<file path="src/rtl/dtfb_pkg.sv">
// Shared types, codes and constants of the dirty-tracking frame buffer.
`timescale 1ns / 1ps
`default_nettype none

package dtfb_pkg;

    // Default store geometry.
    localparam int DEF_MAIN_WIDTH  = 10;
    localparam int DEF_MAIN_HEIGHT = 20;
    localparam int DEF_MINI_WIDTH  = 4;
    localparam int DEF_MINI_HEIGHT = 4;

    // Width of address arithmetic; covers the largest legal geometry.
    localparam int CALC_W = 10;
    // Width used for bounds compares of column and row.
    localparam int CMP_W  = 6;

    // Entry layout: dirty mark in bit 7, color below it.
    localparam logic [7:0] DIRTY_MARK = 8'h80;
    localparam logic [7:0] COLOR_MASK = 8'h7F;
    localparam logic [7:0] END_MARK   = 8'hFE;

    // Command codes.
    localparam logic [3:0] CMD_CLEAR_MAIN = 4'd0;
    localparam logic [3:0] CMD_CLEAR_MINI = 4'd1;
    localparam logic [3:0] CMD_SET_MAIN   = 4'd2;
    localparam logic [3:0] CMD_SET_MINI   = 4'd3;
    localparam logic [3:0] CMD_FILL_ROW   = 4'd4;
    localparam logic [3:0] CMD_WIPE_ROW   = 4'd5;
    localparam logic [3:0] CMD_FREE_Q     = 4'd6;
    localparam logic [3:0] CMD_FILLED_Q   = 4'd7;
    localparam logic [3:0] CMD_FLUSH      = 4'd8;

    // Result kinds.
    localparam logic [1:0] KIND_ANSWER = 2'd0;
    localparam logic [1:0] KIND_UPDATE = 2'd1;
    localparam logic [1:0] KIND_END    = 2'd2;

    // One result item.
    typedef struct packed {
        logic [1:0] kind;
        logic       answer;
        logic [7:0] pixel_index;
        logic [6:0] out_color;
        logic       last;
    } res_t;

    // Access request from the sequencer to the pixel memory.
    typedef struct packed {
        logic              we;
        logic [CALC_W-1:0] waddr;
        logic [7:0]        wdata;
        logic [CALC_W-1:0] raddr;
    } mem_req_t;

endpackage

`default_nettype wire

</file>
<file path="src/rtl/dtfb_mem.sv">
// Pixel memory: one write port and one registered read port.
`timescale 1ns / 1ps
`default_nettype none

module dtfb_mem #(
    parameter int DEPTH = dtfb_pkg::DEF_MAIN_WIDTH * dtfb_pkg::DEF_MAIN_HEIGHT
                        + dtfb_pkg::DEF_MINI_WIDTH * dtfb_pkg::DEF_MINI_HEIGHT
) (
    input  wire                    aclk,
    input  dtfb_pkg::mem_req_t     req,
    output logic [7:0]             rdata
);

    localparam int IDX_W = $clog2(DEPTH);

    logic [7:0] mem [DEPTH];
    logic [7:0] rdata_reg;

    // Write and registered read.
    always_ff @(posedge aclk) begin
        if (req.we) begin
            mem[req.waddr[IDX_W-1:0]] <= req.wdata;
        end
        rdata_reg <= mem[req.raddr[IDX_W-1:0]];
    end

    assign rdata = rdata_reg;

endmodule

`default_nettype wire

</file>
<file path="src/rtl/dtfb_out.sv">
// Output register that holds one result until the sink takes it.
`timescale 1ns / 1ps
`default_nettype none

module dtfb_out (
    input  wire                 aclk,
    input  wire                 aresetn,
    input  wire                 load,
    input  dtfb_pkg::res_t      res,
    output logic                free,
    output logic                m_tvalid,
    input  wire                 m_tready,
    output logic [15:0]         m_tdata,
    output logic [1:0]          m_tuser,
    output logic                m_tlast
);

    logic           valid_reg;
    dtfb_pkg::res_t data_reg;

    // The slot is free when empty or when its result leaves this cycle.
    assign free = !valid_reg || m_tready;

    // Valid flag.
    always_ff @(posedge aclk) begin
        if (!aresetn) begin
            valid_reg <= 1'b0;
        end else if (load) begin
            valid_reg <= 1'b1;
        end else if (m_tready) begin
            valid_reg <= 1'b0;
        end
    end

    // Payload.
    always_ff @(posedge aclk) begin
        if (load) begin
            data_reg <= res;
        end
    end

    assign m_tvalid = valid_reg;
    assign m_tdata  = {data_reg.out_color, data_reg.pixel_index, data_reg.answer};
    assign m_tuser  = data_reg.kind;
    assign m_tlast  = data_reg.last;

endmodule

`default_nettype wire

</file>
<file path="src/rtl/dtfb_ctrl.sv">
// Command sequencer: walks the pixel memory with read-modify-write steps.
`timescale 1ns / 1ps
`default_nettype none

module dtfb_ctrl #(
    parameter int MAIN_WIDTH  = dtfb_pkg::DEF_MAIN_WIDTH,
    parameter int MAIN_HEIGHT = dtfb_pkg::DEF_MAIN_HEIGHT,
    parameter int MINI_WIDTH  = dtfb_pkg::DEF_MINI_WIDTH,
    parameter int MINI_HEIGHT = dtfb_pkg::DEF_MINI_HEIGHT
) (
    input  wire                  aclk,
    input  wire                  aresetn,
    input  wire                  in_valid,
    output logic                 in_ready,
    input  wire  [3:0]           cmd,
    input  wire  [3:0]           column,
    input  wire  [4:0]           row,
    input  wire  [6:0]           pixel_color,
    output dtfb_pkg::mem_req_t   mem_req,
    input  wire  [7:0]           rdata,
    output logic                 res_load,
    output dtfb_pkg::res_t       res,
    input  wire                  res_free
);

    localparam int MAIN_SIZE = MAIN_WIDTH * MAIN_HEIGHT;
    localparam int MINI_SIZE = MINI_WIDTH * MINI_HEIGHT;
    localparam int TOTAL     = MAIN_SIZE + MINI_SIZE;
    localparam int CNT_W     = $clog2(TOTAL + 1);
    localparam int CW        = dtfb_pkg::CALC_W;
    localparam int MW        = dtfb_pkg::CMP_W;

    // Sequencer states.
    localparam logic [3:0] S_IDLE  = 4'd0;
    localparam logic [3:0] S_WRITE = 4'd1;
    localparam logic [3:0] S_WRD   = 4'd2;
    localparam logic [3:0] S_WWR   = 4'd3;
    localparam logic [3:0] S_QRD   = 4'd4;
    localparam logic [3:0] S_QEV   = 4'd5;
    localparam logic [3:0] S_FRD   = 4'd6;
    localparam logic [3:0] S_FEV   = 4'd7;
    localparam logic [3:0] S_EMIT  = 4'd8;

    logic [3:0]       state_reg, state_next;
    logic [CNT_W-1:0] cnt_reg, cnt_next;
    logic [CNT_W-1:0] end_reg, end_next;
    logic [7:0]       wval_reg, wval_next;
    logic [CNT_W-1:0] fptr_reg, fptr_next;
    logic             qfree_reg, qfree_next;
    logic             ans_reg, ans_next;
    dtfb_pkg::res_t   res_reg, res_next;

    logic [CW-1:0]    row_base;
    logic [CW-1:0]    main_addr;
    logic [CW-1:0]    mini_addr;
    logic [CW-1:0]    cnt_ext;
    logic             main_ok;
    logic             mini_ok;
    logic             row_ok;
    logic             color_zero;

    // Address and bounds decode of the incoming item.
    assign row_base  = CW'(row) * CW'(MAIN_WIDTH);
    assign main_addr = row_base + CW'(column);
    assign mini_addr = CW'(MAIN_SIZE) + CW'(row) * CW'(MINI_WIDTH) + CW'(column);
    assign row_ok    = MW'(row) < MW'(MAIN_HEIGHT);
    assign main_ok   = row_ok && (MW'(column) < MW'(MAIN_WIDTH));
    assign mini_ok   = (MW'(row) < MW'(MINI_HEIGHT)) && (MW'(column) < MW'(MINI_WIDTH));
    assign cnt_ext   = CW'(cnt_reg);
    assign color_zero = (rdata & dtfb_pkg::COLOR_MASK) == 8'h00;

    assign in_ready = state_reg == S_IDLE;
    assign res      = res_reg;

    // Next-state logic.
    always_comb begin
        state_next = state_reg;
        cnt_next   = cnt_reg;
        end_next   = end_reg;
        wval_next  = wval_reg;
        fptr_next  = fptr_reg;
        qfree_next = qfree_reg;
        ans_next   = ans_reg;
        res_next   = res_reg;
        res_load   = 1'b0;
        mem_req.we    = 1'b0;
        mem_req.waddr = cnt_ext;
        mem_req.wdata = wval_reg;
        mem_req.raddr = cnt_ext;

        unique case (state_reg)
            S_IDLE: begin
                if (in_valid) begin
                    res_next.kind        = dtfb_pkg::KIND_ANSWER;
                    res_next.answer      = 1'b0;
                    res_next.pixel_index = 8'h00;
                    res_next.out_color   = 7'h00;
                    res_next.last        = 1'b0;
                    unique case (cmd)
                        dtfb_pkg::CMD_CLEAR_MAIN: begin
                            cnt_next   = '0;
                            end_next   = CNT_W'(MAIN_SIZE - 1);
                            wval_next  = dtfb_pkg::DIRTY_MARK;
                            state_next = S_WRITE;
                        end
                        dtfb_pkg::CMD_CLEAR_MINI: begin
                            cnt_next   = CNT_W'(MAIN_SIZE);
                            end_next   = CNT_W'(TOTAL - 1);
                            wval_next  = dtfb_pkg::DIRTY_MARK;
                            state_next = S_WRITE;
                        end
                        dtfb_pkg::CMD_SET_MAIN: begin
                            cnt_next   = CNT_W'(main_addr);
                            end_next   = CNT_W'(main_addr);
                            wval_next  = {1'b1, pixel_color};
                            if (main_ok) begin
                                state_next = S_WRITE;
                            end
                        end
                        dtfb_pkg::CMD_SET_MINI: begin
                            cnt_next   = CNT_W'(mini_addr);
                            end_next   = CNT_W'(mini_addr);
                            wval_next  = {1'b1, pixel_color};
                            if (mini_ok) begin
                                state_next = S_WRITE;
                            end
                        end
                        dtfb_pkg::CMD_FILL_ROW: begin
                            cnt_next   = CNT_W'(row_base);
                            end_next   = CNT_W'(row_base + CW'(MAIN_WIDTH - 1));
                            wval_next  = {1'b1, pixel_color};
                            if (row_ok) begin
                                state_next = S_WRITE;
                            end
                        end
                        dtfb_pkg::CMD_WIPE_ROW: begin
                            wval_next = dtfb_pkg::DIRTY_MARK;
                            end_next  = CNT_W'(MAIN_WIDTH - 1);
                            if (row == 5'd0) begin
                                // Top row only: just blank it.
                                cnt_next   = '0;
                                state_next = S_WRITE;
                            end else begin
                                // Start at the last source entry and move down.
                                cnt_next = CNT_W'(row_base - CW'(1));
                                if (row_ok) begin
                                    state_next = S_WRD;
                                end
                            end
                        end
                        dtfb_pkg::CMD_FREE_Q: begin
                            cnt_next   = CNT_W'(main_addr);
                            end_next   = CNT_W'(main_addr);
                            qfree_next = 1'b1;
                            ans_next   = 1'b1;
                            state_next = main_ok ? S_QRD : S_EMIT;
                        end
                        dtfb_pkg::CMD_FILLED_Q: begin
                            cnt_next   = CNT_W'(row_base);
                            end_next   = CNT_W'(row_base + CW'(MAIN_WIDTH - 1));
                            qfree_next = 1'b0;
                            ans_next   = 1'b1;
                            state_next = row_ok ? S_QRD : S_EMIT;
                        end
                        dtfb_pkg::CMD_FLUSH: begin
                            cnt_next = fptr_reg;
                            if (fptr_reg == CNT_W'(TOTAL)) begin
                                fptr_next            = '0;
                                res_next.kind        = dtfb_pkg::KIND_END;
                                res_next.pixel_index = dtfb_pkg::END_MARK;
                                res_next.last        = 1'b1;
                                state_next           = S_EMIT;
                            end else begin
                                state_next = S_FRD;
                            end
                        end
                        default: begin
                        end
                    endcase
                end
            end

            // Write one entry a cycle from cnt up to end (also the reset pass).
            S_WRITE: begin
                mem_req.we = 1'b1;
                if (cnt_reg == end_reg) begin
                    state_next = S_IDLE;
                end else begin
                    cnt_next = cnt_reg + 1'b1;
                end
            end

            // Wipe: read the source entry one row above the target.
            S_WRD: begin
                state_next = S_WWR;
            end

            // Wipe: move it down one row and mark it dirty.
            S_WWR: begin
                mem_req.we    = 1'b1;
                mem_req.waddr = cnt_ext + CW'(MAIN_WIDTH);
                mem_req.wdata = rdata | dtfb_pkg::DIRTY_MARK;
                if (cnt_reg == '0) begin
                    // Then blank the top row.
                    end_next   = CNT_W'(MAIN_WIDTH - 1);
                    state_next = S_WRITE;
                end else begin
                    cnt_next   = cnt_reg - 1'b1;
                    state_next = S_WRD;
                end
            end

            // Queries: read one entry.
            S_QRD: begin
                state_next = S_QEV;
            end

            // Queries: test the color, ignoring the mark.
            S_QEV: begin
                if (qfree_reg) begin
                    ans_next = color_zero;
                end else begin
                    ans_next = ans_reg && !color_zero;
                end
                if (cnt_reg == end_reg) begin
                    res_next.answer = qfree_reg ? color_zero : (ans_reg && !color_zero);
                    state_next      = S_EMIT;
                end else begin
                    cnt_next   = cnt_reg + 1'b1;
                    state_next = S_QRD;
                end
            end

            // Flush: read the entry under the scan pointer.
            S_FRD: begin
                state_next = S_FEV;
            end

            // Flush: send a dirty entry and clear its mark, or go on.
            S_FEV: begin
                mem_req.wdata = rdata & dtfb_pkg::COLOR_MASK;
                if (rdata[7]) begin
                    mem_req.we           = 1'b1;
                    fptr_next            = cnt_reg + 1'b1;
                    res_next.kind        = dtfb_pkg::KIND_UPDATE;
                    res_next.pixel_index = cnt_ext[7:0];
                    res_next.out_color   = rdata[6:0];
                    state_next           = S_EMIT;
                end else if (cnt_reg == CNT_W'(TOTAL - 1)) begin
                    fptr_next            = '0;
                    res_next.kind        = dtfb_pkg::KIND_END;
                    res_next.pixel_index = dtfb_pkg::END_MARK;
                    res_next.last        = 1'b1;
                    state_next           = S_EMIT;
                end else begin
                    cnt_next   = cnt_reg + 1'b1;
                    state_next = S_FRD;
                end
            end

            // Hand the result to the output register once it has room.
            S_EMIT: begin
                if (res_free) begin
                    res_load   = 1'b1;
                    state_next = S_IDLE;
                end
            end

            default: begin
                state_next = S_IDLE;
            end
        endcase
    end

    // Control registers; reset starts the pass that marks every entry dirty.
    always_ff @(posedge aclk) begin
        if (!aresetn) begin
            state_reg <= S_WRITE;
            cnt_reg   <= '0;
            end_reg   <= CNT_W'(TOTAL - 1);
            wval_reg  <= dtfb_pkg::DIRTY_MARK;
            fptr_reg  <= '0;
            qfree_reg <= 1'b0;
            ans_reg   <= 1'b0;
        end else begin
            state_reg <= state_next;
            cnt_reg   <= cnt_next;
            end_reg   <= end_next;
            wval_reg  <= wval_next;
            fptr_reg  <= fptr_next;
            qfree_reg <= qfree_next;
            ans_reg   <= ans_next;
        end
    end

    // Pending result payload.
    always_ff @(posedge aclk) begin
        res_reg <= res_next;
    end

endmodule

`default_nettype wire

</file>
<file path="src/rtl/dirty_tracking_framebuffer_core.sv">
// Top level of the dirty-tracking frame buffer.
`timescale 1ns / 1ps
`default_nettype none

// Channel  Dir  tdata (low bit up)                          tuser     tlast
// s_       in   column[3:0] row[8:4] pixel_color[15:9]       cmd[3:0]  -
// m_       out  answer[0] pixel_index[8:1] out_color[15:9]   kind[1:0] last
//
// One command at a time runs in a sequencer around one pixel memory (main store,
// then mini store). After reset a pass marks every entry dirty; s_tready stays
// low until it ends. A finished result waits in an output register, and a
// stalled sink holds the sequencer only when that register is still full.
module dirty_tracking_framebuffer_core #(
    parameter int MAIN_WIDTH  = dtfb_pkg::DEF_MAIN_WIDTH,
    parameter int MAIN_HEIGHT = dtfb_pkg::DEF_MAIN_HEIGHT,
    parameter int MINI_WIDTH  = dtfb_pkg::DEF_MINI_WIDTH,
    parameter int MINI_HEIGHT = dtfb_pkg::DEF_MINI_HEIGHT
) (
    input  wire         aclk,
    input  wire         aresetn,
    input  wire         s_tvalid,
    output logic        s_tready,
    input  wire  [15:0] s_tdata,   // column[3:0], row[8:4], pixel_color[15:9]
    input  wire  [3:0]  s_tuser,   // cmd[3:0]
    output logic        m_tvalid,
    input  wire         m_tready,
    output logic [15:0] m_tdata,   // answer[0], pixel_index[8:1], out_color[15:9]
    output logic [1:0]  m_tuser,   // kind[1:0]
    output logic        m_tlast
);

    localparam int DEPTH = MAIN_WIDTH * MAIN_HEIGHT + MINI_WIDTH * MINI_HEIGHT;

    dtfb_pkg::mem_req_t mem_req;
    dtfb_pkg::res_t     res;
    logic [7:0]         rdata;
    logic               res_load;
    logic               res_free;

    // Command sequencer.
    dtfb_ctrl #(
        .MAIN_WIDTH  (MAIN_WIDTH),
        .MAIN_HEIGHT (MAIN_HEIGHT),
        .MINI_WIDTH  (MINI_WIDTH),
        .MINI_HEIGHT (MINI_HEIGHT)
    ) u_ctrl (
        .aclk        (aclk),
        .aresetn     (aresetn),
        .in_valid    (s_tvalid),
        .in_ready    (s_tready),
        .cmd         (s_tuser),
        .column      (s_tdata[3:0]),
        .row         (s_tdata[8:4]),
        .pixel_color (s_tdata[15:9]),
        .mem_req     (mem_req),
        .rdata       (rdata),
        .res_load    (res_load),
        .res         (res),
        .res_free    (res_free)
    );

    // Pixel memory for both stores.
    dtfb_mem #(
        .DEPTH (DEPTH)
    ) u_mem (
        .aclk  (aclk),
        .req   (mem_req),
        .rdata (rdata)
    );

    // Result output register.
    dtfb_out u_out (
        .aclk     (aclk),
        .aresetn  (aresetn),
        .load     (res_load),
        .res      (res),
        .free     (res_free),
        .m_tvalid (m_tvalid),
        .m_tready (m_tready),
        .m_tdata  (m_tdata),
        .m_tuser  (m_tuser),
        .m_tlast  (m_tlast)
    );

endmodule

`default_nettype wire

</file>
<file path="config.mk">
export PLATFORM = sky130hd
export DESIGN_NAME = dirty_tracking_framebuffer_core
export DESIGN_NICKNAME = d
export VERILOG_FILES = /design/src/rtl/dtfb_pkg.sv /design/src/rtl/dtfb_mem.sv /design/src/rtl/dtfb_out.sv /design/src/rtl/dtfb_ctrl.sv /design/src/rtl/dirty_tracking_framebuffer_core.sv
export SDC_FILE = /design/constraint.sdc
export NUM_CORES = 2
export LEC_CHECK = 0
export ABC_AREA = 1
export BUFFER_PORTS_ARGS = -buffer_cell sky130_fd_sc_hd__buf_2
export CAP_MARGIN = 20
export CORE_MARGIN = 5
export CORE_UTILIZATION = 55
export CTS_BUF_LIST = sky130_fd_sc_hd__clkbuf_8 sky130_fd_sc_hd__clkbuf_16
export DETAILED_ROUTE_END_ITERATION = 16
export PLACE_DENSITY_LB_ADDON = 0.2
export SYNTH_ARGS = -nofsm -noshare
export SYNTH_HDL_FRONTEND = slang
export SYNTH_SLANG_ARGS = --single-unit
</file>
<file path="constraint.sdc">
create_clock -name aclk -period 25.8 [get_ports aclk]
set_input_delay 3.87 -clock aclk [delete_from_list [all_inputs] [get_ports aclk]]
set_output_delay 3.87 -clock aclk [all_outputs]
set_load 0.01 [all_outputs]
</file>
==> metrics.yaml <==
run_status:
  status: "completed"
drt:
  drc: 0
  first_pass_iters: 8
  finalWirelength_microns: 207000
  antenna_left: 0
  routed_via_density: 5.60
  route.vias.total: 53800
  avgRoutedWirePerCell_microns: 21.6
  first_iter_violations: 6325
worst_setup_path:
  slowest_stage: "buf_4"
  max_stage_delay_ns: 0.88
  crit_family: "buffers and inverters"
  crit_arrival_ns: 6.75
  cp-start-kind: "flop"
  worstSetupPathType: "reg2reg"
  cp_data_required_time_ns: 26.45
  path_cells: "inv_8 -> buf_4 -> buf_4 -> buf_4 -> buf_4 -> nand2_1 -> nand3_1 -> nand2_1 -> nand2_1 -> nand2_1 -> inv_1 -> nand2_1 -> nand2_1 -> nand2_1 -> o21ai_0 -> nand3_1"
  crit_top_cell: "nand2_1"
  path_buf_inv: 6
  cp-end-kind: "flop"
  worst-path-max-fanout: 140
grt:
  grtUsageTotal: 0.271
  gr-usage-met1: 0.386
  use_met2: 0.419
  grt-ovfl-total: 0
  busiest_layer: "met2"
  use_met3: 0.0556
  grt_pass1_vias: 50900
  grt_pass1_wl_microns: 311000
  grt_max_degree: 194
  grt_antenna_before_repair: 7
floorplan:
  die_area_sq_mm: 0.150
  dieHeight_microns: 387
  fp-row-count: 138
  initial_utilization: 0.553
  die_w_microns: 387
  coreArea_sq_mm: 0.142
  ios: 45
yosys:
  ys_types: 42
  ys_seq_area_frac: 0.689
  syn-mean-instance-area_sq_um: 10.2
  async_flop_share: 0
  synthFlopType: "edfxtp_1"
  syn_area_sq_mm: 0.0783
  synth_edf_count: 1766
  syn-num-nets: 7736
  ys_warn_count: 0
  syn_inst: 7687
  ys_seq_elements: 1812
finish:
  drive_gt1_frac: 0.0540
  diodes: 0
  layout.nets: 7641
  fin_cells: 9619
  area.growth.synth_to_final_pct: 9.31
  largest_reg_flops: 1728
sta:
  finalMaxSlewViolations: 0
  setup_tns_ns: 0
  max_freq_mhz: 164
  rsz0062_at_grt: "false"
  relSlewSlack: 0.193
  tightest_slew_ns: 1.21
  finalSetupViolCount: 0
  post-route-period-util: 0.237
  post-route-min-period_ns: 6.10
  hold_viol: 0
  fin_skew_ns: 0.0299
hold_path:
  min_path_type: "reg2reg"
clock_network:
  numCtsBuffers: 182
  cts_resized: 0
  cts_buffer_depth: 3
  postCtsSetupBuffers: 0
  cts_tree: "built"
  clock-root-buffer: "clkbuf_16"
  htree_levels: 4
  cts.sinks: 1812
  clk_latency_ns: 0.81
  hold_buffers: 0
  clkTransAtPathRegs_ns: 0.06
place:
  place.port_buffers: 44
  place_congestion: 0.902
  placed_cells: 9296
  dp_hpwl_microns: 117000
power:
  p_per_area_mw_per_mm2: 72.3
  leakage_nw: 34.0
  peakVddDrop_mv: 0.0669
flow_run:
  drv_cap: 0
-- layer usage --
layer	wire length, microns	vias up
met3	20500	400
li1	-	25000
met2	94800	2530
met1	84500	25900
met4	7550	2
met5	13	-
-- power by group --
part | internal (mW) | switching [mW] | leakage, nW
clock | 1.41 | 1.09 | 2.94
combinational | 0.129 | 0.355 | 15.8
sequential | 3.19 | 0.0153 | 15.2
total | 4.73 | 1.46 | 34.0
-- cell usage in the layout (no fill, tap or decap), drive strengths merged, types with 10 or more instances in the layout --
cell type / count
edfxtp: 1766
inv: 770
clkinv: 73
nor2: 858
a21oi: 60
ha: 22
nand4: 10
xor2: 17
nand3: 633
a22oi: 16
clkbuf: 189
nand2: 2675
buf: 125
o211ai: 24
dfxtp: 46
o21ai: 390
nor3: 13
bufinv: 10
-- logic make-up (layout without fill, tap and decap cells) --
logic type,Yosys count,after routing,synth area share
AND/OR/NAND/NOR,4198,4198,0.213
XOR/XNOR,25,25,0.00299
flip-flops,1812,1812,0.689
buffers and inverters,1126,1168,0.0569
adder cells (fa/ha/maj),25,25,0.00428
AO/OA/AOI/OAI,501,501,0.0336
-- stage by stage --
step | hold slack, ns | util | total power, mW | worst slack (ns) | area [sq um]
2_1_floorplan | 0.400 | - | 3.58 | 14.69 | 78300
3_3_place_gp | 0.401 | 0.565 | 3.74 | 19.52 | 80000
3_5_place_dp | 0.405 | 0.565 | 3.74 | 19.55 | 80000
4_1_cts | 0.419 | 0.604 | 6.21 | 19.78 | 85600
5_1_grt | 0.424 | 0.605 | 6.39 | 19.19 | 85600
6_report | 0.419 | 0.605 | 6.19 | 19.70 | 85600
-- area by class of cell --
type | instances | area [sq um]
inverter | 722 | 2740
multi-input combinational | 4749 | 20000
fill | 11500 | 56000
timing repair buffer | 125 | 936
tap | 1890 | 2360
clock inverter | 132 | 896
clock buffer | 189 | 4710
sequential | 1812 | 54000
-- cell usage after synthesis (all sizes together) (3+ instances only) --
library cell	instances	share of area
fa	3	0.00077
nand2	2675	0.13
ha	22	0.0035
buf	222	0.014
xor2	17	0.0021
o211ai	24	0.0023
clkbuf	182	0.0087
o21ai	390	0.025
a21oi	60	0.0038
nand4	10	0.00080
nor2	858	0.042
nor3	13	0.0011
edfxtp	1766	0.68
xnor2	8	0.00089
dfxtp	46	0.012
inv	720	0.035
a22oi	16	0.0015
nand3	633	0.041
nor4	4	0.00040
or2	3	0.00024
-- path summary, 6_finish.rpt --
kind	start	to	slack, ns	depth (start not counted)
setup / recovery	u_ctrl.cnt_reg[0]	u_mem.rdata[3]	19.70	16
hold / removal	u_ctrl.res[6]	u_out.m_tdata[14]	0.42	0
setup reg to reg	u_ctrl.cnt_reg[0]	u_mem.rdata[3]	19.70	16
hold reg to reg	u_ctrl.res[6]	u_out.m_tdata[14]	0.42	0
(Power assumes the default switching activity.)
